[src/rtl/exsort_pkg.sv]
package exsort_pkg;

  // Number of stored elements per set
  localparam int unsigned Depth = 16;
  localparam int unsigned IdxW  = (Depth > 1) ? $clog2(Depth) : 1;
  localparam int unsigned CntW  = $clog2(Depth + 1);
  localparam int unsigned DataW = 16;

  // Input request
  typedef struct packed {
    logic signed [DataW-1:0] value;
    logic                    last;
  } req_t;

  // Result
  typedef struct packed {
    logic signed [DataW-1:0] value_res;
    logic                    last_res;
    logic                    dropped;
  } res_t;

  // Element store access, one write and one read port
  typedef struct packed {
    logic                    we;
    logic [IdxW-1:0]         waddr;
    logic signed [DataW-1:0] wdata;
    logic [IdxW-1:0]         raddr;
  } ram_req_t;

  // Result control from the sequencer
  typedef struct packed {
    logic valid;
    logic last;
    logic dropped;
  } emit_t;

endpackage

[src/rtl/exchange_sort_ascending.sv]
// Exchange sort, ascending, on sets of up to Depth signed 16-bit values.
// Loading takes a request whenever start is high; busy stays low while a set is collected.
// After the closing request the block stays busy: one compare per cycle on the single
// comparator over a one-read, one-write store, then one result per cycle.
// Reset clears the fill count, overflow flag and sequencer; results cannot be stalled.
module exchange_sort_ascending (
  input  logic             clk_i,
  input  logic             rst_ni,
  input  logic             start,
  output logic             busy,
  input  exsort_pkg::req_t req_i,
  output logic             res_valid_o,
  output exsort_pkg::res_t res_o
);
  import exsort_pkg::*;

  ram_req_t                ram_req;
  emit_t                   emit;
  logic signed [DataW-1:0] rdata;
  logic                    res_valid_q;
  res_t                    res_q;

  exsort_ctrl u_ctrl (
    .clk_i   (clk_i),
    .rst_ni  (rst_ni),
    .start_i (start),
    .req_i   (req_i),
    .rdata_i (rdata),
    .busy_o  (busy),
    .ram_o   (ram_req),
    .emit_o  (emit)
  );

  exsort_ram u_ram (
    .clk_i   (clk_i),
    .req_i   (ram_req),
    .rdata_o (rdata)
  );

  // Result strobe
  always_ff @(posedge clk_i or negedge rst_ni) begin
    if (!rst_ni) begin
      res_valid_q <= 1'b0;
    end else begin
      res_valid_q <= emit.valid;
    end
  end

  // Result payload
  always_ff @(posedge clk_i) begin
    if (emit.valid) begin
      res_q.value_res <= rdata;
      res_q.last_res  <= emit.last;
      res_q.dropped   <= emit.dropped;
    end
  end

  assign res_valid_o = res_valid_q;
  assign res_o       = res_q;

endmodule

[src/rtl/exsort_ram.sv]
module exsort_ram (
  input  logic                               clk_i,
  input  exsort_pkg::ram_req_t               req_i,
  output logic signed [exsort_pkg::DataW-1:0] rdata_o
);
  import exsort_pkg::*;

  logic signed [DataW-1:0] mem_q [Depth];
  logic signed [DataW-1:0] rdata_q;

  // Write port
  always_ff @(posedge clk_i) begin
    if (req_i.we) begin
      mem_q[req_i.waddr] <= req_i.wdata;
    end
  end

  // Registered read port
  always_ff @(posedge clk_i) begin
    rdata_q <= mem_q[req_i.raddr];
  end

  assign rdata_o = rdata_q;

endmodule

[src/rtl/exsort_ctrl.sv]
module exsort_ctrl (
  input  logic                                clk_i,
  input  logic                                rst_ni,
  input  logic                                start_i,
  input  exsort_pkg::req_t                    req_i,
  input  logic signed [exsort_pkg::DataW-1:0] rdata_i,
  output logic                                busy_o,
  output exsort_pkg::ram_req_t                ram_o,
  output exsort_pkg::emit_t                   emit_o
);
  import exsort_pkg::*;

  typedef enum logic [6:0] {
    S_LOAD  = 7'b0000001,
    S_FETCH = 7'b0000010,
    S_FIRST = 7'b0000100,
    S_SCAN  = 7'b0001000,
    S_PLACE = 7'b0010000,
    S_PRIME = 7'b0100000,
    S_EMIT  = 7'b1000000
  } state_e;

  localparam logic [CntW-1:0] DepthCnt = CntW'(Depth);

  state_e                  state_q, state_d;
  logic [CntW-1:0]         cnt_q, cnt_d;
  logic                    ovf_q, ovf_d;
  logic [IdxW-1:0]         i_q, i_d;
  logic [IdxW-1:0]         j_q, j_d;
  logic signed [DataW-1:0] cur_q, cur_d;
  logic [IdxW-1:0]         last_idx;
  logic [IdxW-1:0]         i_nxt;
  logic [IdxW-1:0]         j_nxt;
  logic                    smaller;

  // Position of the final stored element
  assign last_idx = IdxW'(cnt_q - CntW'(1));
  assign i_nxt    = i_q + IdxW'(1);
  assign j_nxt    = j_q + IdxW'(1);

  // Shared compare: strictly smaller moves toward the front
  assign smaller  = (rdata_i < cur_q);

  assign busy_o   = (state_q != S_LOAD);

  // Sequencer
  always_comb begin
    state_d        = state_q;
    cnt_d          = cnt_q;
    ovf_d          = ovf_q;
    i_d            = i_q;
    j_d            = j_q;
    cur_d          = cur_q;
    ram_o.we       = 1'b0;
    ram_o.waddr    = j_q;
    ram_o.wdata    = cur_q;
    ram_o.raddr    = j_q;
    emit_o.valid   = 1'b0;
    emit_o.last    = 1'b0;
    emit_o.dropped = ovf_q;

    unique case (state_q)
      S_LOAD: begin
        if (start_i) begin
          if (cnt_q < DepthCnt) begin
            ram_o.we    = 1'b1;
            ram_o.waddr = cnt_q[IdxW-1:0];
            ram_o.wdata = req_i.value;
            cnt_d       = cnt_q + CntW'(1);
          end else begin
            ovf_d = 1'b1;
          end
          if (req_i.last) begin
            i_d     = '0;
            state_d = (cnt_d == CntW'(1)) ? S_PRIME : S_FETCH;
          end
        end
      end
      S_FETCH: begin
        ram_o.raddr = i_q;
        state_d     = S_FIRST;
      end
      S_FIRST: begin
        cur_d       = rdata_i;
        ram_o.raddr = i_nxt;
        j_d         = i_nxt;
        state_d     = S_SCAN;
      end
      S_SCAN: begin
        // swap: the larger value goes back to slot j
        if (smaller) begin
          ram_o.we    = 1'b1;
          ram_o.waddr = j_q;
          ram_o.wdata = cur_q;
          cur_d       = rdata_i;
        end
        if (j_q == last_idx) begin
          state_d = S_PLACE;
        end else begin
          ram_o.raddr = j_nxt;
          j_d         = j_nxt;
        end
      end
      S_PLACE: begin
        ram_o.we    = 1'b1;
        ram_o.waddr = i_q;
        ram_o.wdata = cur_q;
        i_d         = i_nxt;
        if (i_nxt == last_idx) begin
          state_d = S_PRIME;
        end else begin
          ram_o.raddr = i_nxt;
          state_d     = S_FIRST;
        end
      end
      S_PRIME: begin
        ram_o.raddr = '0;
        j_d         = '0;
        state_d     = S_EMIT;
      end
      S_EMIT: begin
        emit_o.valid = 1'b1;
        emit_o.last  = (j_q == last_idx);
        if (j_q == last_idx) begin
          cnt_d   = '0;
          ovf_d   = 1'b0;
          state_d = S_LOAD;
        end else begin
          ram_o.raddr = j_nxt;
          j_d         = j_nxt;
        end
      end
      default: begin
        state_d = S_LOAD;
      end
    endcase
  end

  // Control state
  always_ff @(posedge clk_i or negedge rst_ni) begin
    if (!rst_ni) begin
      state_q <= S_LOAD;
      cnt_q   <= '0;
      ovf_q   <= 1'b0;
      i_q     <= '0;
      j_q     <= '0;
    end else begin
      state_q <= state_d;
      cnt_q   <= cnt_d;
      ovf_q   <= ovf_d;
      i_q     <= i_d;
      j_q     <= j_d;
    end
  end

  // Running minimum for the current position
  always_ff @(posedge clk_i) begin
    cur_q <= cur_d;
  end

endmodule

[config.mk]
export PLATFORM = sky130hd
export DESIGN_NAME = exchange_sort_ascending
export DESIGN_NICKNAME = d
export VERILOG_FILES = /design/src/rtl/exsort_pkg.sv /design/src/rtl/exchange_sort_ascending.sv /design/src/rtl/exsort_ram.sv /design/src/rtl/exsort_ctrl.sv
export SDC_FILE = /design/constraint.sdc
export NUM_CORES = 1
export LEC_CHECK = 0
export ABC_CLOCK_PERIOD_IN_PS = 9100
export BUFFER_PORTS_ARGS = -buffer_cell sky130_fd_sc_hd__buf_2
export CAP_MARGIN = 15
export CORE_MARGIN = 3
export CORE_UTILIZATION = 35
export CTS_BUF_LIST = sky130_fd_sc_hd__clkbuf_2 sky130_fd_sc_hd__clkbuf_4 sky130_fd_sc_hd__clkbuf_8
export DETAILED_ROUTE_END_ITERATION = 10
export SETUP_SLACK_MARGIN = 0.5
export SLEW_MARGIN = 10
export SYNTH_ARGS = -nofsm -noshare
export SYNTH_HDL_FRONTEND = slang
export SYNTH_SLANG_ARGS = --single-unit
[constraint.sdc]
create_clock -name clk_i -period 9.1 [get_ports clk_i]
set_input_delay 1.365 -clock clk_i [delete_from_list [all_inputs] [get_ports clk_i]]
set_output_delay 1.365 -clock clk_i [all_outputs]
set_load 0.1 [all_outputs]
==> results.toml <==
[status]
status = "complete, no violations"

[global_route]
grt_max_degree = 71
antenna_found_initial = 2
grt_pass1_vias = 8725
grt_usage_pct = 17.8
grt_overflow = 0
grt_first_pass_wirelength_um = 55500

[yosys]
netlist_area_um2 = 13700
synth_top_family_by_area = "simple AND/OR/NAND/NOR gates"
syn_avg_cell_area_um2 = 12.7
synth_top_area_share_pct = 63.7
ys.warnings.count = 0
synth_top_cell_by_area = "edfxtp_1"
synth_fa_ha_area_share_pct = 1.74
syn-instance-count = 1077
synthesis.nets = 1116
synth_xor_xnor_area_share_pct = 1.05
async_flop_share_pct = 6.71
ys_seq_area_share_pct = 70.1
ys_seq_elements = 328
synthSimpleGateAreaFrac_pct = 14.8
synth.mux.area_fraction_pct = 0.403
synth_edf_count = 290
synth-main-ff-cell = "edfxtp_1"
ys_top_cells_by_area = "edfxtp_1 (64%), nand2_1 (7.4%), dfrtp_1 (3.8%)"
ys_types = 63
synth_compound_area_share_pct = 8.98

[place]
gp_congestion = 0.871
io_buffers = 39
place_hpwl_um = 23400
dpl-instance-area_um2 = 14500

[floorplanning]
io_pins = 40
num_rows = 71
core-area_um2 = 38100
die_area_um2 = 41500
dieWidth_um = 204
start_util_pct = 35.9
die-height_um = 204

[cts]
clock_path_buffers = 3
cts_tree = "done"
cts.clk_slew.worst_paths_ns = 0.07
hold_buffers = 0
cts_resized = 0
insertion_delay_ns = 0.59
cts_made_buffers = 51
post_cts_buffers = 0
cts_sinks = 328
h-tree-depth = 2
cts_root_buffer = "clkbuf_8"

[timing]
fin_setup_tns_ns = 0
slew_violations = 0
setup_violations = 0
tightest_slew_ns = 1.12
hold_viol = 0
timing.hold.ws_ns = 0.462
min_period_over_period_pct = 50.7
finClkSkew_ns = 0.0328
min_period_ns = 4.61
relSlewSlack_pct = 24.7
rsz0062_at_grt = "no"
max_freq_mhz = 217

[layout]
final_cell_area_um2 = 15500
antennaDiodeCount = 0
layout.area.seq_um2 = 9580
drive_gt1_share_pct = 16.2
multiInputGateArea_um2 = 3830
num-nets-final = 1174
final.fill_count = 3557
areaGrowthSynthToFinish_pct = 13.7

[pwr]
p_sw_share_pct = 26.2
vdd_ir_drop_max_uv = 100
seqPwrFrac_pct = 52.4
p_leak_nw = 5.41
p_clk_share_pct = 36.9
switchingPower_mw = 0.863
p_per_area_nw_per_um2 = 212
p_comb_share_pct = 10.7
internal-power_mw = 2.43

[worst_setup_path]
r2r.worst_path.cells = 13
critPathLaunchType = "flop"
cp-end-kind = "flop"
crit_type = "reg2reg"
rr_endpoint = "u_ram.rdata_o[3]"
required_ns = 9.61
crit_fanout = 70
reg2reg_from = "u_ctrl.cnt_q[0]"
worstPathArrival_ns = 5.12
r2r_slack_ns = 4.49

[run]
max-cap-violations = 0

[routing]
drt_wl_total_um = 36900
drtIter0Drc = 983
dr.pass1.iters = 5
vias_per_cell = 5.30
vias = 8931
wl_per_cell_um = 21.9
ant_nets = 0
drc_errors = 0

[min_path]
worstHoldEndpoint = "res_o[0]"
holdPathStages = 0
hold_path.startpoint = "u_ctrl.ovf_q"
min_path_type = "reg2reg"
## through the flow
step	utilization [%]	setup slack [ns]	std cells	total power, mW
2_1_floorplan	-	4.98	1077	1.96
3_3_place_gp	37.9	4.22	1588	2.10
3_5_place_dp	38.0	4.28	1591	2.10
4_1_cts	40.6	4.49	1682	3.30
5_1_grt	40.8	4.15	1684	3.42
6_report	40.8	4.49	1684	3.29
## placed cells by master, fill, tap and decap left out, types with 5 or more instances in the layout
cell      count
dfrtp_1      21
o21ai_0      36
o211ai_1     34
inv_1        22
a32oi_1      32
clkinv_1      9
nand2_1     267
clkbuf_8     55
nor3_1        6
o31ai_1       5
ha_1         19
nand3_1      73
buf_4        24
nor2_1       33
xnor2_1       5
edfxtp_1    290
dfxtp_1      16
nor3_2       10
and3_1        7
xor2_1        7
nor3_4       12
a21oi_1      43
nand2b_1      7
a21o_1        7
buf_2        39
clkinv_2      9
clkbuf_4     16
a221oi_1      6
nand4_1       5
## area by class of cell
class                   count  share of cell area, %
inverters                  22                  0.531
multi-input cells         666                   24.7
clock inverters            20                  0.749
clock buffers              71                   5.64
well taps                 511                   4.11
repair buffers             66                   2.63
flip-flops and latches    328                   61.7
## registers in the layout (all words and copies together), names as in the netlist
signal / cells
res_o: 18
res_valid_o: 1
u_ctrl.cnt_q: 5
u_ctrl.cur_q: 16
u_ctrl.i_q: 4
u_ctrl.j_q: 4
u_ctrl.ovf_q: 1
u_ctrl.state_q: 7
u_ram.mem_q: 256
u_ram.rdata_o: 16
## layer usage
metal | share of wire, % | up-vias | wire length [um] | track usage [%]
li1 | - | 4101 | - | -
met1 | 43 | 4389 | 15900 | 25.1
met2 | 46 | 360 | 17100 | 28.1
met3 | 7.6 | 81 | 2810 | 3.21
met4 | 3.1 | 0 | 1140 | 6.00
met5 | 0 | - | 0 | 0
## power by group through the flow
stage               combinational, mW  clock [mW]  sequential (mW)
floorplan                       0.244           0             1.72
global placement                0.344           0             1.75
detailed placement              0.347           0             1.75
CTS                             0.348        1.23             1.72
global route                    0.384        1.31             1.72
finish                          0.354        1.21             1.72
## Yosys cell counts (2+ instances only)
| cell | n |
|---|---|
| a21oi_1 | 43 |
| ha_1 | 19 |
| dfrtp_1 | 21 |
| nand2_1 | 268 |
| nand3_1 | 73 |
| inv_1 | 22 |
| and4_1 | 3 |
| o211ai_1 | 34 |
| a221o_1 | 4 |
| nor3_2 | 3 |
| dfxtp_1 | 16 |
| xor2_1 | 7 |
| nor2_1 | 34 |
| o21a_1 | 3 |
| edfxtp_1 | 290 |
| nand4_1 | 5 |
| nor3_1 | 22 |
| nand2b_1 | 7 |
| and2_1 | 4 |
| clkbuf_1 | 12 |
| buf_2 | 39 |
| xnor2_1 | 5 |
| o21ai_0 | 36 |
| a32oi_1 | 32 |
| buf_4 | 6 |
| mux2_2 | 4 |
| and3_1 | 7 |
| a31oi_1 | 2 |
| a221oi_1 | 6 |
| a21o_1 | 7 |
| o31ai_1 | 5 |
| nor3_4 | 3 |
| buf_6 | 3 |
| nor4_1 | 3 |
## cell families (layout without fill, tap and decap cells)
logic type | after synthesis | count (layout)
AO/OA/AOI/OAI | 181 | 181
adder cells (fa/ha/maj) | 19 | 19
AND/OR/NAND/NOR | 447 | 447
XOR/XNOR | 14 | 14
multiplexers | 5 | 5
flip-flops | 328 | 328
buffers and inverters | 83 | 179
## critical path, cell delays in order, from the launching register on
cell and delay [ns]:
dfrtp_1 0.54, inv_1 0.13, ha_1 0.39, xor2_1 0.19
nand4_1 0.39, a41oi_1 0.22, o21a_1 0.24, nor4_2 0.27
buf_4 0.56, buf_4 0.68, a21oi_1 0.17, a32oi_1 0.26
o211ai_1 0.25, nor2_1 0.19
## how the worst max path moves through the flow
stage	startpoint	end	slack, ns
after floorplan	start	u_ram.mem_q[11][0]	4.98
after global placement	start	u_ram.mem_q[12][0]	4.22
after detailed placement	start	u_ram.mem_q[8][11]	4.28
after CTS	u_ctrl.state_q[5]	u_ram.mem_q[14][7]	4.49
after global routing	u_ctrl.cnt_q[0]	u_ram.rdata_o[1]	4.15
final	u_ctrl.cnt_q[0]	u_ram.rdata_o[3]	4.49
Power figures use the tool's default switching activity.
